## src/rtl/pnps_pkg.sv

```systemverilog
`timescale 1ns / 1ps
// ----------------------------------------------------------------------------
// Petri net pipeline step - shared definitions
// Sizes, codes and the token and control structures shared by the block.
// ----------------------------------------------------------------------------
package pnps_pkg;

   localparam int DATA_WIDTH  = 32;
   localparam int QUEUE_DEPTH = 16;
   localparam int REG_COUNT   = 8;
   localparam int MEM_WORDS   = 8;
   localparam int TAG_WIDTH   = 16;
   localparam int RES_DEPTH   = 4;
   localparam int FIELD_WIDTH = 32;

   localparam int REG_IDX_W  = $clog2(REG_COUNT);
   localparam int MEM_IDX_W  = $clog2(MEM_WORDS);
   localparam int QPTR_W     = $clog2(QUEUE_DEPTH);
   localparam int QCNT_W     = $clog2(QUEUE_DEPTH + 1);
   localparam int RES_IDX_W  = $clog2(RES_DEPTH);
   localparam int RES_CNT_W  = $clog2(RES_DEPTH + 1);
   localparam int CSR_ADDR_W = $clog2(MEM_WORDS * 4);

   localparam int REQ_TDATA_W = 48;
   localparam int REQ_TUSER_W = 2;
   localparam int RSP_TDATA_W = 40;
   localparam int RSP_TUSER_W = 3;
   localparam int RSP_PAD_W   = RSP_TDATA_W - FIELD_WIDTH - REG_IDX_W;

   typedef enum logic [1:0] {
      MODE_QUEUE  = 2'd0,
      MODE_PRESET = 2'd1,
      MODE_STEP   = 2'd2
   } mode_type;

   typedef enum logic [2:0] {
      OP_ADD = 3'd0,
      OP_SUB = 3'd1,
      OP_AND = 3'd2,
      OP_OR  = 3'd3,
      OP_LD  = 3'd4
   } opcode_type;

   typedef logic [DATA_WIDTH-1:0] data_type;
   typedef logic [REG_IDX_W-1:0]  ridx_type;
   typedef logic [TAG_WIDTH-1:0]  tag_type;

   typedef struct packed {
      opcode_type op;
      ridx_type   dest;
      ridx_type   src_a;
      ridx_type   src_b;
      tag_type    tag;
   } instr_type;

   typedef struct packed {
      opcode_type op;
      ridx_type   dest;
      data_type   v1;
      data_type   v2;
      tag_type    tag;
   } token_type;

   typedef struct packed {
      ridx_type dest;
      data_type value;
   } wb_type;

   typedef struct packed {
      logic       push;
      logic       pop;
      opcode_type op;
      ridx_type   dest;
      ridx_type   src_a;
      ridx_type   src_b;
   } qctrl_type;

   typedef struct packed {
      logic [QCNT_W-1:0] count;
      logic [QCNT_W-1:0] count_next;
      tag_type           age;
      instr_type         front;
   } qstat_type;

   typedef struct packed {
      logic     step;
      logic     decode;
      logic     preset;
      ridx_type preset_reg;
      data_type preset_value;
   } nctrl_type;

   typedef struct packed {
      logic     reg_written;
      ridx_type written_reg;
      data_type written_value;
      logic     places_busy;
   } nstat_type;

endpackage

```

## src/rtl/petri_net_pipeline_step_top.sv

```systemverilog
`timescale 1ns / 1ps
// ----------------------------------------------------------------------------
// Petri net pipeline step - top level
// Request register, step control, result register and data memory registers.
// ----------------------------------------------------------------------------
// Each request word (queue an instruction, preset a register, or advance the
// net by one step) yields exactly one response word. A new request word can
// be taken every clock cycle while the response side keeps up; its response
// is offered once the step logic has worked on the request register and its
// outcome has landed in the response register.
// The rate is set by the combinational step logic: register-file read with
// write-back bypass into the decode place, beside the ALU and the load
// address adder. Out of reset the valid flags, pointers, counts, queue age,
// register file and data memory are cleared; no warm-up is needed.
module petri_net_pipeline_step_top (
   input  logic                                 clock,
   input  logic                                 reset,
   input  logic                                 req_tvalid,
   output logic                                 req_tready,
   // opcode, dest_reg, src_reg_a, src_reg_b, preset_value, zero pad
   input  logic [pnps_pkg::REQ_TDATA_W-1:0]     req_tdata,
   // mode
   input  logic [pnps_pkg::REQ_TUSER_W-1:0]     req_tuser,
   output logic                                 rsp_tvalid,
   input  logic                                 rsp_tready,
   // written_reg, written_value, zero pad
   output logic [pnps_pkg::RSP_TDATA_W-1:0]     rsp_tdata,
   // accepted, reg_written, busy_res
   output logic [pnps_pkg::RSP_TUSER_W-1:0]     rsp_tuser,
   input  logic                                 csr_psel,
   input  logic                                 csr_penable,
   input  logic                                 csr_pwrite,
   input  logic [pnps_pkg::CSR_ADDR_W-1:0]      csr_paddr,
   input  logic [pnps_pkg::FIELD_WIDTH-1:0]     csr_pwdata,
   output logic [pnps_pkg::FIELD_WIDTH-1:0]     csr_prdata,
   output logic                                 csr_pready
);

   localparam int QCW = pnps_pkg::QCNT_W;
   localparam int FW  = pnps_pkg::FIELD_WIDTH;
   localparam int DW  = pnps_pkg::DATA_WIDTH;
   localparam logic [QCW-1:0] QUEUE_FULL = QCW'(pnps_pkg::QUEUE_DEPTH);

   function automatic logic [FW-1:0] sext(pnps_pkg::data_type v);
      return FW'(signed'(v));
   endfunction

   logic                            req_valid_ff;
   logic [1:0]                      req_mode_ff;
   logic [2:0]                      req_opcode_ff;
   pnps_pkg::ridx_type              req_dest_ff, req_src_a_ff, req_src_b_ff;
   logic [FW-1:0]                   req_preset_ff;

   logic                            rsp_valid_ff, rsp_valid_in;
   logic                            rsp_accepted_ff, rsp_written_ff, rsp_busy_ff;
   pnps_pkg::ridx_type              rsp_reg_ff;
   logic [FW-1:0]                   rsp_value_ff;

   pnps_pkg::data_type              mem_ff [pnps_pkg::MEM_WORDS];
   pnps_pkg::data_type              mem_in [pnps_pkg::MEM_WORDS];
   logic                            csr_write;
   logic [pnps_pkg::MEM_IDX_W-1:0]  csr_idx;

   logic                            advance;
   pnps_pkg::mode_type              mode;
   logic                            is_queue, is_preset, is_step;
   logic                            accepted, busy;
   pnps_pkg::qctrl_type             qctrl;
   pnps_pkg::qstat_type             qstat;
   pnps_pkg::nctrl_type             nctrl;
   pnps_pkg::nstat_type             nstat;

   assign advance    = req_valid_ff && (!rsp_valid_ff || rsp_tready);
   assign req_tready = !req_valid_ff || advance;
   assign mode       = pnps_pkg::mode_type'(req_mode_ff);

   always_comb begin
      is_queue  = 1'b0;
      is_preset = 1'b0;
      is_step   = 1'b0;
      if (advance) begin
         unique case (mode)
            pnps_pkg::MODE_QUEUE:  is_queue  = 1'b1;
            pnps_pkg::MODE_PRESET: is_preset = 1'b1;
            pnps_pkg::MODE_STEP:   is_step   = 1'b1;
            default:               is_step   = 1'b0;
         endcase
      end
   end

   always_comb begin
      qctrl.push  = is_queue && (qstat.count < QUEUE_FULL) &&
                    (req_opcode_ff <= 3'(pnps_pkg::OP_LD));
      qctrl.pop   = is_step && (qstat.count != '0);
      qctrl.op    = pnps_pkg::opcode_type'(req_opcode_ff);
      qctrl.dest  = req_dest_ff;
      qctrl.src_a = req_src_a_ff;
      qctrl.src_b = req_src_b_ff;

      nctrl.step         = is_step;
      nctrl.decode       = qctrl.pop;
      nctrl.preset       = is_preset;
      nctrl.preset_reg   = req_dest_ff;
      nctrl.preset_value = req_preset_ff[DW-1:0];

      accepted = qctrl.push || is_preset || is_step;
      busy     = (qstat.count_next != '0) || nstat.places_busy;
   end

   pnps_iqueue u_iqueue (
      .clock  (clock),
      .reset  (reset),
      .ctrl   (qctrl),
      .status (qstat)
   );

   pnps_net u_net (
      .clock    (clock),
      .reset    (reset),
      .ctrl     (nctrl),
      .qfront   (qstat.front),
      .qage     (qstat.age),
      .mem_word (mem_ff),
      .status   (nstat)
   );

   always_ff @(posedge clock) begin
      if (reset) begin
         req_valid_ff <= 1'b0;
      end else if (req_tready) begin
         req_valid_ff <= req_tvalid;
      end
   end

   always_ff @(posedge clock) begin
      if (req_tvalid && req_tready) begin
         req_mode_ff   <= req_tuser[1:0];
         req_opcode_ff <= req_tdata[2:0];
         req_dest_ff   <= req_tdata[5:3];
         req_src_a_ff  <= req_tdata[8:6];
         req_src_b_ff  <= req_tdata[11:9];
         req_preset_ff <= req_tdata[43:12];
      end
   end

   always_comb begin
      rsp_valid_in = rsp_valid_ff;
      if (advance) begin
         rsp_valid_in = 1'b1;
      end else if (rsp_tready) begin
         rsp_valid_in = 1'b0;
      end
   end

   always_ff @(posedge clock) begin
      if (reset) begin
         rsp_valid_ff <= 1'b0;
      end else begin
         rsp_valid_ff <= rsp_valid_in;
      end
   end

   always_ff @(posedge clock) begin
      if (advance) begin
         rsp_accepted_ff <= accepted;
         rsp_written_ff  <= nstat.reg_written;
         rsp_reg_ff      <= nstat.written_reg;
         rsp_value_ff    <= sext(nstat.written_value);
         rsp_busy_ff     <= busy;
      end
   end

   assign rsp_tvalid = rsp_valid_ff;
   assign rsp_tdata  = {{pnps_pkg::RSP_PAD_W{1'b0}}, rsp_value_ff, rsp_reg_ff};
   assign rsp_tuser  = {rsp_busy_ff, rsp_written_ff, rsp_accepted_ff};

   assign csr_write  = csr_psel && csr_penable && csr_pwrite && csr_pready;
   assign csr_idx    = csr_paddr[pnps_pkg::CSR_ADDR_W-1:2];
   assign csr_pready = 1'b1;
   assign csr_prdata = sext(mem_ff[csr_idx]);

   always_comb begin
      for (int i = 0; i < pnps_pkg::MEM_WORDS; i++) begin
         mem_in[i] = mem_ff[i];
         if (csr_write && csr_idx == pnps_pkg::MEM_IDX_W'(i)) begin
            mem_in[i] = csr_pwdata[DW-1:0];
         end
      end
   end

   always_ff @(posedge clock) begin
      if (reset) begin
         for (int i = 0; i < pnps_pkg::MEM_WORDS; i++) begin
            mem_ff[i] <= '0;
         end
      end else begin
         for (int i = 0; i < pnps_pkg::MEM_WORDS; i++) begin
            mem_ff[i] <= mem_in[i];
         end
      end
   end

`ifndef NO_ASSERTIONS
   a_queue_bound: assert property (@(posedge clock) disable iff (reset)
      qstat.count <= QUEUE_FULL)
      else $error("instruction queue count above depth");

   a_queue_reject: assert property (@(posedge clock) disable iff (reset)
      is_queue && (qstat.count == QUEUE_FULL) |=> rsp_valid_ff && !rsp_accepted_ff)
      else $error("full queue took an instruction");

   a_preset_silent: assert property (@(posedge clock) disable iff (reset)
      is_preset |=> rsp_valid_ff && rsp_accepted_ff && !rsp_written_ff)
      else $error("preset reported as a register write");

   a_write_accepted: assert property (@(posedge clock) disable iff (reset)
      rsp_valid_ff && rsp_written_ff |-> rsp_accepted_ff)
      else $error("register write on a rejected word");
`endif

endmodule

```

## src/rtl/pnps_iqueue.sv

```systemverilog
`timescale 1ns / 1ps
// ----------------------------------------------------------------------------
// Petri net pipeline step - instruction queue
// Circular buffer of queued instructions, each tagged with its arrival age.
// ----------------------------------------------------------------------------
module pnps_iqueue (
   input  logic                clock,
   input  logic                reset,
   input  pnps_pkg::qctrl_type ctrl,
   output pnps_pkg::qstat_type status
);

   localparam int PW = pnps_pkg::QPTR_W;
   localparam logic [PW-1:0] LAST_PTR = PW'(pnps_pkg::QUEUE_DEPTH - 1);

   pnps_pkg::instr_type           entry_ff [pnps_pkg::QUEUE_DEPTH];
   logic [PW-1:0]                 head_ff, head_in;
   logic [PW-1:0]                 tail_ff, tail_in;
   logic [pnps_pkg::QCNT_W-1:0]   count_ff, count_in;
   pnps_pkg::tag_type             age_ff, age_in;

   always_comb begin
      head_in  = head_ff;
      tail_in  = tail_ff;
      count_in = count_ff;
      age_in   = age_ff;
      if (ctrl.push) begin
         tail_in  = (tail_ff == LAST_PTR) ? '0 : tail_ff + 1'b1;
         count_in = count_ff + 1'b1;
         age_in   = age_ff + 1'b1;
      end
      if (ctrl.pop) begin
         head_in  = (head_ff == LAST_PTR) ? '0 : head_ff + 1'b1;
         count_in = count_ff - 1'b1;
      end
   end

   always_ff @(posedge clock) begin
      if (reset) begin
         head_ff  <= '0;
         tail_ff  <= '0;
         count_ff <= '0;
         age_ff   <= '0;
      end else begin
         head_ff  <= head_in;
         tail_ff  <= tail_in;
         count_ff <= count_in;
         age_ff   <= age_in;
      end
   end

   always_ff @(posedge clock) begin
      if (ctrl.push) begin
         entry_ff[tail_ff] <= '{op: ctrl.op, dest: ctrl.dest, src_a: ctrl.src_a,
                                src_b: ctrl.src_b, tag: age_ff};
      end
   end

   assign status.count      = count_ff;
   assign status.count_next = count_in;
   assign status.age        = age_ff;
   assign status.front      = entry_ff[head_ff];

endmodule

```

## src/rtl/pnps_net.sv

```systemverilog
`timescale 1ns / 1ps
// ----------------------------------------------------------------------------
// Petri net pipeline step - token places
// Decode, ALU, load, address and result places plus the register file;
// advances every occupied place by one token per step.
// ----------------------------------------------------------------------------
module pnps_net (
   input  logic                clock,
   input  logic                reset,
   input  pnps_pkg::nctrl_type ctrl,
   input  pnps_pkg::instr_type qfront,
   input  pnps_pkg::tag_type   qage,
   input  pnps_pkg::data_type  mem_word [pnps_pkg::MEM_WORDS],
   output pnps_pkg::nstat_type status
);

   localparam int DW  = pnps_pkg::DATA_WIDTH;
   localparam int RIW = pnps_pkg::RES_IDX_W;
   localparam int RCW = pnps_pkg::RES_CNT_W;
   localparam int GIW = pnps_pkg::REG_IDX_W;

   function automatic pnps_pkg::data_type alu_calc(pnps_pkg::opcode_type op,
                                                   pnps_pkg::data_type a,
                                                   pnps_pkg::data_type b);
      pnps_pkg::data_type r;
      unique case (op)
         pnps_pkg::OP_SUB: r = a - b;
         pnps_pkg::OP_AND: r = a & b;
         pnps_pkg::OP_OR:  r = a | b;
         default:          r = a + b;
      endcase
      return r;
   endfunction

   logic                 dec_valid_ff, dec_valid_in;
   logic                 alu_valid_ff, alu_valid_in;
   logic                 ld_valid_ff,  ld_valid_in;
   logic                 adr_valid_ff, adr_valid_in;
   pnps_pkg::token_type  dec_tok_ff, dec_tok_in;
   pnps_pkg::token_type  alu_tok_ff, alu_tok_in;
   pnps_pkg::token_type  ld_tok_ff,  ld_tok_in;
   pnps_pkg::token_type  adr_tok_ff, adr_tok_in;

   pnps_pkg::wb_type     res_ff [pnps_pkg::RES_DEPTH];
   pnps_pkg::wb_type     res_in [pnps_pkg::RES_DEPTH];
   logic [RIW-1:0]       res_head_ff, res_head_in;
   logic [RCW-1:0]       res_count_ff, res_count_in;

   pnps_pkg::data_type   regfile_ff [pnps_pkg::REG_COUNT];
   pnps_pkg::data_type   regfile_in [pnps_pkg::REG_COUNT];

   logic                 wb_valid;
   pnps_pkg::wb_type     wb;
   pnps_pkg::data_type   src_a_val, src_b_val;
   pnps_pkg::wb_type     alu_wb, ld_wb, first_wb, second_wb;
   pnps_pkg::data_type   adr_sum, mem_value;
   pnps_pkg::tag_type    age_alu, age_adr;
   logic                 push_first, push_second;
   logic [RIW-1:0]       res_tail0, res_tail1;

   always_comb begin
      wb_valid  = ctrl.step && (res_count_ff != '0);
      wb        = res_ff[res_head_ff];
      src_a_val = (wb_valid && wb.dest == qfront.src_a) ? wb.value : regfile_ff[qfront.src_a];
      src_b_val = (wb_valid && wb.dest == qfront.src_b) ? wb.value : regfile_ff[qfront.src_b];

      alu_wb    = '{dest: alu_tok_ff.dest,
                    value: alu_calc(alu_tok_ff.op, alu_tok_ff.v1, alu_tok_ff.v2)};
      adr_sum   = ld_tok_ff.v1 + ld_tok_ff.v2;
      mem_value = (adr_tok_ff.v1 < DW'(pnps_pkg::MEM_WORDS)) ?
                  mem_word[adr_tok_ff.v1[pnps_pkg::MEM_IDX_W-1:0]] : '0;
      ld_wb     = '{dest: adr_tok_ff.dest, value: mem_value};

      // older token lands in the result buffer first
      age_alu   = qage - alu_tok_ff.tag;
      age_adr   = qage - adr_tok_ff.tag;
      if (adr_valid_ff && alu_valid_ff) begin
         first_wb  = (age_adr > age_alu) ? ld_wb : alu_wb;
         second_wb = (age_adr > age_alu) ? alu_wb : ld_wb;
      end else begin
         first_wb  = adr_valid_ff ? ld_wb : alu_wb;
         second_wb = alu_wb;
      end
      push_first  = ctrl.step && (adr_valid_ff || alu_valid_ff);
      push_second = ctrl.step && adr_valid_ff && alu_valid_ff;
      res_tail0   = res_head_ff + res_count_ff[RIW-1:0];
      res_tail1   = res_tail0 + 1'b1;

      dec_valid_in = dec_valid_ff;
      alu_valid_in = alu_valid_ff;
      ld_valid_in  = ld_valid_ff;
      adr_valid_in = adr_valid_ff;
      dec_tok_in   = dec_tok_ff;
      alu_tok_in   = alu_tok_ff;
      ld_tok_in    = ld_tok_ff;
      adr_tok_in   = adr_tok_ff;
      if (ctrl.step) begin
         dec_valid_in  = ctrl.decode;
         dec_tok_in    = '{op: qfront.op, dest: qfront.dest, v1: src_a_val,
                           v2: src_b_val, tag: qfront.tag};
         alu_valid_in  = dec_valid_ff && (dec_tok_ff.op != pnps_pkg::OP_LD);
         alu_tok_in    = dec_tok_ff;
         ld_valid_in   = dec_valid_ff && (dec_tok_ff.op == pnps_pkg::OP_LD);
         ld_tok_in     = dec_tok_ff;
         adr_valid_in  = ld_valid_ff;
         adr_tok_in    = ld_tok_ff;
         adr_tok_in.v1 = adr_sum;
      end

      res_head_in  = wb_valid ? res_head_ff + 1'b1 : res_head_ff;
      res_count_in = res_count_ff + RCW'(push_first) + RCW'(push_second) - RCW'(wb_valid);
      for (int i = 0; i < pnps_pkg::RES_DEPTH; i++) begin
         res_in[i] = res_ff[i];
         if (push_second && res_tail1 == RIW'(i)) begin
            res_in[i] = second_wb;
         end
         if (push_first && res_tail0 == RIW'(i)) begin
            res_in[i] = first_wb;
         end
      end

      for (int i = 0; i < pnps_pkg::REG_COUNT; i++) begin
         regfile_in[i] = regfile_ff[i];
         if (wb_valid && wb.dest == GIW'(i)) begin
            regfile_in[i] = wb.value;
         end
         if (ctrl.preset && ctrl.preset_reg == GIW'(i)) begin
            regfile_in[i] = ctrl.preset_value;
         end
      end
   end

   always_ff @(posedge clock) begin
      if (reset) begin
         dec_valid_ff <= 1'b0;
         alu_valid_ff <= 1'b0;
         ld_valid_ff  <= 1'b0;
         adr_valid_ff <= 1'b0;
         res_head_ff  <= '0;
         res_count_ff <= '0;
         for (int i = 0; i < pnps_pkg::REG_COUNT; i++) begin
            regfile_ff[i] <= '0;
         end
      end else begin
         dec_valid_ff <= dec_valid_in;
         alu_valid_ff <= alu_valid_in;
         ld_valid_ff  <= ld_valid_in;
         adr_valid_ff <= adr_valid_in;
         res_head_ff  <= res_head_in;
         res_count_ff <= res_count_in;
         for (int i = 0; i < pnps_pkg::REG_COUNT; i++) begin
            regfile_ff[i] <= regfile_in[i];
         end
      end
   end

   always_ff @(posedge clock) begin
      dec_tok_ff <= dec_tok_in;
      alu_tok_ff <= alu_tok_in;
      ld_tok_ff  <= ld_tok_in;
      adr_tok_ff <= adr_tok_in;
      for (int i = 0; i < pnps_pkg::RES_DEPTH; i++) begin
         res_ff[i] <= res_in[i];
      end
   end

   assign status.reg_written   = wb_valid;
   assign status.written_reg   = wb_valid ? wb.dest : '0;
   assign status.written_value = wb_valid ? wb.value : '0;
   assign status.places_busy   = dec_valid_in || alu_valid_in || ld_valid_in ||
                                 adr_valid_in || (res_count_in != '0);

endmodule
```

## config.mk

```make
export PLATFORM = sky130hd
export DESIGN_NAME = petri_net_pipeline_step_top
export DESIGN_NICKNAME = d
export VERILOG_FILES = /design/src/rtl/pnps_pkg.sv /design/src/rtl/petri_net_pipeline_step_top.sv /design/src/rtl/pnps_iqueue.sv /design/src/rtl/pnps_net.sv
export SDC_FILE = /design/constraint.sdc
export NUM_CORES = 2
export LEC_CHECK = 0
export BUFFER_PORTS_ARGS = -buffer_cell sky130_fd_sc_hd__buf_4
export CAP_MARGIN = 20
export CORE_UTILIZATION = 50
export DETAILED_ROUTE_END_ITERATION = 10
export GPL_TIMING_DRIVEN = 0
export HOLD_SLACK_MARGIN = 0.02
export PLACE_DENSITY_LB_ADDON = 0.25
export SKIP_CTS_REPAIR_TIMING = 1
export SLEW_MARGIN = 20
export SYNTH_ARGS = -nofsm -noshare
export SYNTH_HDL_FRONTEND = slang
export SYNTH_SLANG_ARGS = --single-unit
```

## constraint.sdc

```tcl
create_clock -name clock -period 17.9 [get_ports clock]
set_clock_uncertainty 0.2 [all_clocks]
set_input_delay 4.475 -clock clock [delete_from_list [all_inputs] [get_ports clock]]
set_output_delay 4.475 -clock clock [all_outputs]
set_load 0.05 [all_outputs]
```

Yosys cells after proc, flatten, opt, wreduce, memory -nomap -nowiden
Memories as Yosys holds them, arrays and structs flattened. A register that Yosys moved wholly into a read port is not among the register bits.
Cells that the tools add are included.
- register bits: 603
- logic and storage cells: 289
- RAM bits: 844
- input bits: 94
- memories: 3
- output and inout bits: 78
- memory list (name ; words ; width ; rd ports ; clocked after Yosys merged registers in ; wr ports ; line ; text):
    u_iqueue.entry_ff ; 16 ; 28 ; 1 ; 1 ; 1 ; pnps_iqueue.sv:16 ; pnps_pkg::instr_type entry_ff [pnps_pkg::QUEUE_DEPTH];
    u_net.regfile_ff ; 8 ; 32 ; 2 ; 0 ; 8 ; pnps_net.sv:49 ; pnps_pkg::data_type regfile_ff [pnps_pkg::REG_COUNT];
    u_net.res_ff ; 4 ; 35 ; 1 ; 1 ; 2 ; pnps_net.sv:44 ; pnps_pkg::wb_type res_ff [pnps_pkg::RES_DEPTH];
- eq/ne operators: 50
- add/subtract/negate cells: 15
- multiplexer cells: 78
- $lt $le $gt $ge: 6
- reduce and logical (&&, ||, !) cells: 81
- bitwise logic cells: 12
- operator list (kind ; number):
    $mux 32 ; 31
    $mux 35 ; 15
    $bmux 32 s3 ; 2
    $pmux 32 s3 ; 1
    $reduce_or 35->1 ; 2
    $logic_and 1x1->1 ; 48
    $eq 3x3->1 const B ; 13
    $add 32x32->32 ; 1
    $and 32x32->32 ; 1
    $lt 32x4->1 const B ; 1
    $or 32x32->32 ; 1
    $sub 16x16->16 ; 2
    $sub 32x32->32 ; 1
    $eq 3x2->1 const B ; 8
    $ne 2x2->1 const B ; 12
    $mux 1 ; 19
    $add 16x1->16 const B ; 1
    $gt 16x16->1 ; 1
    $mux 4 ; 4
    $reduce_and 2->1 ; 8
    $eq 3x1->1 const B ; 4
    $eq 2x2->1 const B ; 5
    $logic_or 1x1->1 ; 10
    $mux 5 ; 2
    23 further kinds ; 49

Depth between registers and ports, before layout
- depth in word-level cells: 11
- mapped depth: 25
- mapped depth without buffers: 23

By module
From an unflattened synthesis, not the netlist that was laid out.
- cells, all modules: 5690
- area, all modules: 72706.0 µm²
- modules (own cells, without submodules) (module ; cells each ; area an instance (µm²) ; sequential area each (µm²) ; instances):
    pnps_net ; 3684 ; 39755.6 ; 18808.0 ; 1
    pnps_iqueue ; 867 ; 18301.3 ; 14113.5 ; 1
    petri_net_pipeline_step_top ; 1139 ; 14649.0 ; 7687.4 ; 1

Least setup slack after synthesis
No wires, ideal clock.
- path type: input to register
- start point: input rsp_tready
- end point: register rsp_busy_ff (data pin)
- buffers on the path: 2
- stages: 16
- arrival time: 12778 ps
- data required time: 17435 ps
- setup time: 265 ps
- setup slack: 4657 ps
- cell sequence: nand2b_1 > nand3_1 > clkinv_1 > nand2b_1 > inv_1 > buf_2 > clkbuf_1 > ha_1 > inv_1 > fa_1 > fa_1 > xnor2_1 > xnor2_1 > o2111ai_1 > nor3_1 > nand3_1
- elaborated cells between the ends (all ways): 27
- those cells by class: 3 x add/sub; 8 x mux; 16 x reduce/logical
- RTL lines (what ; line ; text):
    start, declared ; petri_net_pipeline_step_top.sv:25 ; input logic rsp_tready,
    $logic_or 1x1->1 ; petri_net_pipeline_step_top.sv:73 ; assign advance = req_valid_ff && (!rsp_valid_ff || rsp_tready);
    $logic_and 1x1->1 ; petri_net_pipeline_step_top.sv:73 ;
    $mux 1 ; petri_net_pipeline_step_top.sv:81 ; if (advance) begin
    named net is_step ; petri_net_pipeline_step_top.sv:66 ; logic is_queue, is_preset, is_step;
    $logic_and 1x1->1 ; pnps_net.sv:62 ; wb_valid = ctrl.step && (res_count_ff != '0);
    named net u_net.wb_valid ; pnps_net.sv:52 ; logic wb_valid;
    $sub 3x1->3 ; pnps_net.sv:111 ; res_count_in = res_count_ff + RCW'(push_first) + RCW'(push_second) - RCW'(wb_valid);
    $reduce_bool 3->1 ; pnps_net.sv:171 ; adr_valid_in || (res_count_in != '0);
    $logic_or 1x1->1 ; pnps_net.sv:171 ;
    $logic_or 1x1->1 ; petri_net_pipeline_step_top.sv:107 ; busy = (qstat.count_next != '0) || nstat.places_busy;
    named net busy ; petri_net_pipeline_step_top.sv:67 ; logic accepted, busy;
    end signal, assigned ; petri_net_pipeline_step_top.sv:169 ; rsp_busy_ff <= busy;
    end, declared ; petri_net_pipeline_step_top.sv:55 ; logic rsp_accepted_ff, rsp_written_ff, rsp_busy_ff;
The timed path passes the listed nets, and every way through them passes these cells.
A chain may end at the register's enable or synchronous reset.

Worst setup path in the final report
- start point: input csr_paddr[2] in the netlist's numbering
- end point: output csr_prdata[25] in the netlist's numbering
- cells in the longest elaborated chain, start to end: 4
- ends and longest elaborated chain (what ; line ; text):
    start, declared ; petri_net_pipeline_step_top.sv:33 ; input logic [pnps_pkg::CSR_ADDR_W-1:0] csr_paddr,
    $not 3->4 (implied by the code) ; petri_net_pipeline_step_top.sv:180 ; assign csr_prdata = sext(mem_ff[csr_idx]);
    $bmux 32 s3 ; petri_net_pipeline_step_top.sv:180 ;
    $mux 32 (implied by the code) (2 in a row) ; petri_net_pipeline_step_top.sv:180 ;
    end, declared ; petri_net_pipeline_step_top.sv:35 ; output logic [pnps_pkg::FIELD_WIDTH-1:0] csr_prdata,
Every way passes these cells. The select of a mux whose other input is x is not followed.

==> results by group <==
Finish
  • Ratio of cells with drive above 1 in the final layout: 18.4%
  • FILL cells: 11287
  • Final instance area: 81400 um2
  • Storage cell area: 40600 um2
  • Commonest non-fill, non-tap cell in the layout: nand2_1
  • Most frequent cells in the layout: 1196 x nand2_1, 1151 x edfxtp_1, 707 x a21oi_1
  • Area of the multi-input gates: 28700 um2
  • Nets@finish: 6432
  • Area added between synthesis and finish: 13.1%

Critical path
  • Buf+Inv Stages, Crit Path: 4
  • R2r endpoint: u_net.res_ff[1][28]
  • Flop-to-flop setup slack: 10.27 ns
  • R2R depth: 22
  • Crit path DAT: 7.48 ns
  • Crit Reg-Reg Startpoint: u_iqueue.age_ff[0]
  • Crit path cell chain: clkbuf_1 > buf_1 > buf_1 > mux4_2 > mux2_2 > buf_4
  • Critical Path Slowest Stage Cell: buf_1
  • Top cell by count, worst path: buf_1
  • Critical path startpoint category: primary input
  • Setup crit end kind: output pin
  • Req. time, crit path: 13.23 ns
  • WS Path Type: in -> out
  • Crit Path Max Fanout: 10
  • CP peak stage delay: 0.84 ns
  • CP top delay family: buffers and inverters

GRT
  • Total grt overflow: 0
  • Largest net degree at the start of global routing: 91
  • Number of global-route vias before repair: 49524
  • Total Routing Usage GR: 30.3%
  • Antenna violations before repair: 8
  • Global-route wire length before repair: 325000 um

Status
  • Status: finished clean

Floorplanning
  • # rows: 138
  • Core area: 142000 um2
  • I/O Pins: 172
  • Initial Utilization: 50.6%
  • Die outline height: 381 um
  • Die area: 145000 um2
  • Width of the die: 381 um

STA
  • Worst-Margin Slew: 1.21 ns
  • Final Hold Viols: 0
  • Endpoints failing setup: 0
  • Peak Freq: 82.3 MHz
  • TNS Setup: 0 ns
  • Max Slew Vio Count: 0
  • Relative max-transition margin: 19.2%
  • Final Cycle Share: 67.9%
  • RSZ-0062 raised after global routing: false
  • Final Critical Period: 12.16 ns

Run
  • Max Cap Viol: 0

Synthesis
  • Library cells used by synthesis: 97
  • FF+latch count, synth: 1453
  • Syn avg cell area: 12.3 um2
  • Post-synthesis sequential area ratio: 56.4%
  • Yosys synthesis warning count: 0
  • Ys flop type: edfxtp_1
  • Synthesized cell area: 72000 um2
  • Post-Synthesis Cells: 5851
  • Ys async rst share: 0%
  • Number of synthesized flops with an enable pin: 1151

Route
  • Routed len/inst: 27.2 um
  • DRC errors left: 0
  • Initial drt markers: 7345
  • DRT Pass-1 Iters: 9
  • WL final: 223000 um
  • Via-to-Cell Ratio: 6.26
  • Antenna Nets Post-Route: 0
  • DR vias: 51307

Place
  • Placed cell area: 76300 um2
  • HPWL after detailed placement: 158000 um
  • RD Place Congestion: 0.972
  • PortBufs: 124

Clocking
  • Clk slew on worst S/H paths: 0.06 ns
  • CTS max path bufs: 3
  • CTS tree: built
  • CTS Root Cell: clkbuf_16
  • TritonCTS buffer count: 151
  • Worst-Skew Late Latency: 0.80 ns
  • H-tree Lvls: 4
  • Clock sinks: 1453

Hold path
  • Worst hold endpoint: u_net.alu_tok_ff[57]
  • Hold Crit Start: u_net.dec_tok_ff[57]
  • Hold path cells: 0
  • Min-Delay Path Class: reg -> reg

Power
  • Leak: 28.8 nW
  • Power, Total: 0.00725 W
  • VDD IR max: 0.0965 mV
  • Power per cell area: 89.1 nW/um2
[cells in the mapped netlist (8+ instances only)]
cell type / number / share of area, %
buf_1: 37 / 0.19
clkbuf_2: 61 / 0.42
buf_6: 20 / 0.31
o21ai_0: 77 / 0.54
a22oi_1: 9 / 0.094
clkbuf_1: 304 / 1.6
o31a_1: 8 / 0.097
o22ai_1: 11 / 0.096
buf_2: 49 / 0.34
nand2b_1: 33 / 0.29
or2_2: 20 / 0.17
a221oi_1: 10 / 0.12
nor2b_1: 18 / 0.16
nand4_1: 17 / 0.15
mux2_2: 73 / 1.1
o211ai_1: 13 / 0.14
o21a_1: 12 / 0.13
ha_1: 151 / 2.6
or3_1: 32 / 0.28
xnor2_1: 57 / 0.69
a21o_1: 20 / 0.21
a311oi_1: 8 / 0.097
xor2_1: 30 / 0.37
nor2_1: 280 / 1.5
dfxtp_1: 302 / 8.4
o21ai_1: 12 / 0.083
and3_1: 13 / 0.11
and2_1: 36 / 0.31
nor3_1: 39 / 0.27
o21bai_1: 13 / 0.14
a21oi_1: 707 / 4.9
edfxtp_1: 1151 / 48
a31oi_1: 33 / 0.29
mux4_2: 431 / 13
nor4_1: 15 / 0.13
nand3_1: 41 / 0.29
o31ai_1: 22 / 0.23
mux2i_1: 173 / 2.4
buf_4: 13 / 0.14
inv_1: 155 / 0.81
a211oi_1: 18 / 0.19
nand2_1: 1196 / 6.2
[worst reg2reg max path: stages, from the launching register on]
cell	delay, ns
dfxtp_1	0.83
inv_1	0.17
ha_1	0.28
fa_1	0.41
nor2b_1	0.12
o21ai_0	0.11
a21boi_0	0.29
o21ai_0	0.15
a21boi_0	0.37
o2111ai_1	0.20
a31oi_1	0.39
or4b_2	0.22
nand3_1	0.09
ha_1	0.31
nand4_1	0.13
or4_1	0.46
a21oi_1	0.17
a211oi_1	0.14
o21ai_2	0.50
nand2_1	0.29
clkbuf_1	0.34
o21ai_1	0.99
o31ai_1	0.16
[logic make-up after synthesis]
| family | Yosys count | synth area share [%] |
|---|---|---|
| simple gates | 1770 | 10.2 |
| flops | 1453 | 56.4 |
| compound gates | 1056 | 8.49 |
| mux | 677 | 17.0 |
| buf+inv | 647 | 3.90 |
| fa+ha+maj | 157 | 2.79 |
| xor+xnor | 89 | 1.10 |
| other cells | 2 | 0.0104 |
[through the flow]
step                instances  worst slack (ns)  util, %  hold WS (ns)
floorplan                5855              4.66        -         0.200
global placement         7869            0.0373     53.0         0.201
detailed placement       7916              5.68     53.7         0.205
CTS                      8193              5.66     57.2         0.206
global route             8198              5.60     57.3         0.210
finish                   8199              5.74     57.3         0.207
[sequential cells by signal, indices dropped and copies added (netlist names), 16 cells and up, named ones only]
register	flops
u_net.dec_tok_ff	86
u_net.res_ff	140
mem_ff	256
u_net.regfile_ff	256
u_iqueue.entry_ff	448
u_iqueue.age_ff	16
u_net.alu_tok_ff	86
rsp_value_ff	32
u_net.adr_tok_ff	51
req_preset_ff	32
[layout make-up]
type,count,area share (%)
clock inverter,77,0.999
sequential,1453,49.9
tap,1890,2.91
antenna,4,0.0123
clock buffer,200,5.18
inverter,160,0.744
multi-input combinational,3755,35.3
timing repair buffer,173,2.22
buffer,487,2.73
[where the power goes]
part / switching, W / leakage, nW / internal [W] / total (W)
Combinational: 0.000219 / 13.0 / 0.000116 / 0.000335
Sequential: 0.0000322 / 13.3 / 0.00368 / 0.00371
Clock: 0.00138 / 2.45 / 0.00183 / 0.00321
[how the worst max path moves through the flow]
stage	from	to	slack, ns	depth (start not counted)
floorplan	rsp_tready	rsp_busy_ff	4.66	16
global placement	rsp_tready	u_net.res_ff[2][28]	0.04	6
detailed placement	csr_paddr[2]	csr_prdata[20]	5.68	6
CTS	csr_paddr[2]	csr_prdata[20]	5.66	6
global route	csr_paddr[2]	csr_prdata[26]	5.60	6
finish	csr_paddr[2]	csr_prdata[25]	5.74	6
[per-layer routing]
metal	global-route usage [%]	vias up	part of all wire, %
li1	-	22213	-
met1	42.1	25390	39
met2	46.1	3198	46
met3	6.73	500	11
met4	12.5	6	4.2
met5	0	-	0.018
Power figures use the tool's default switching activity.
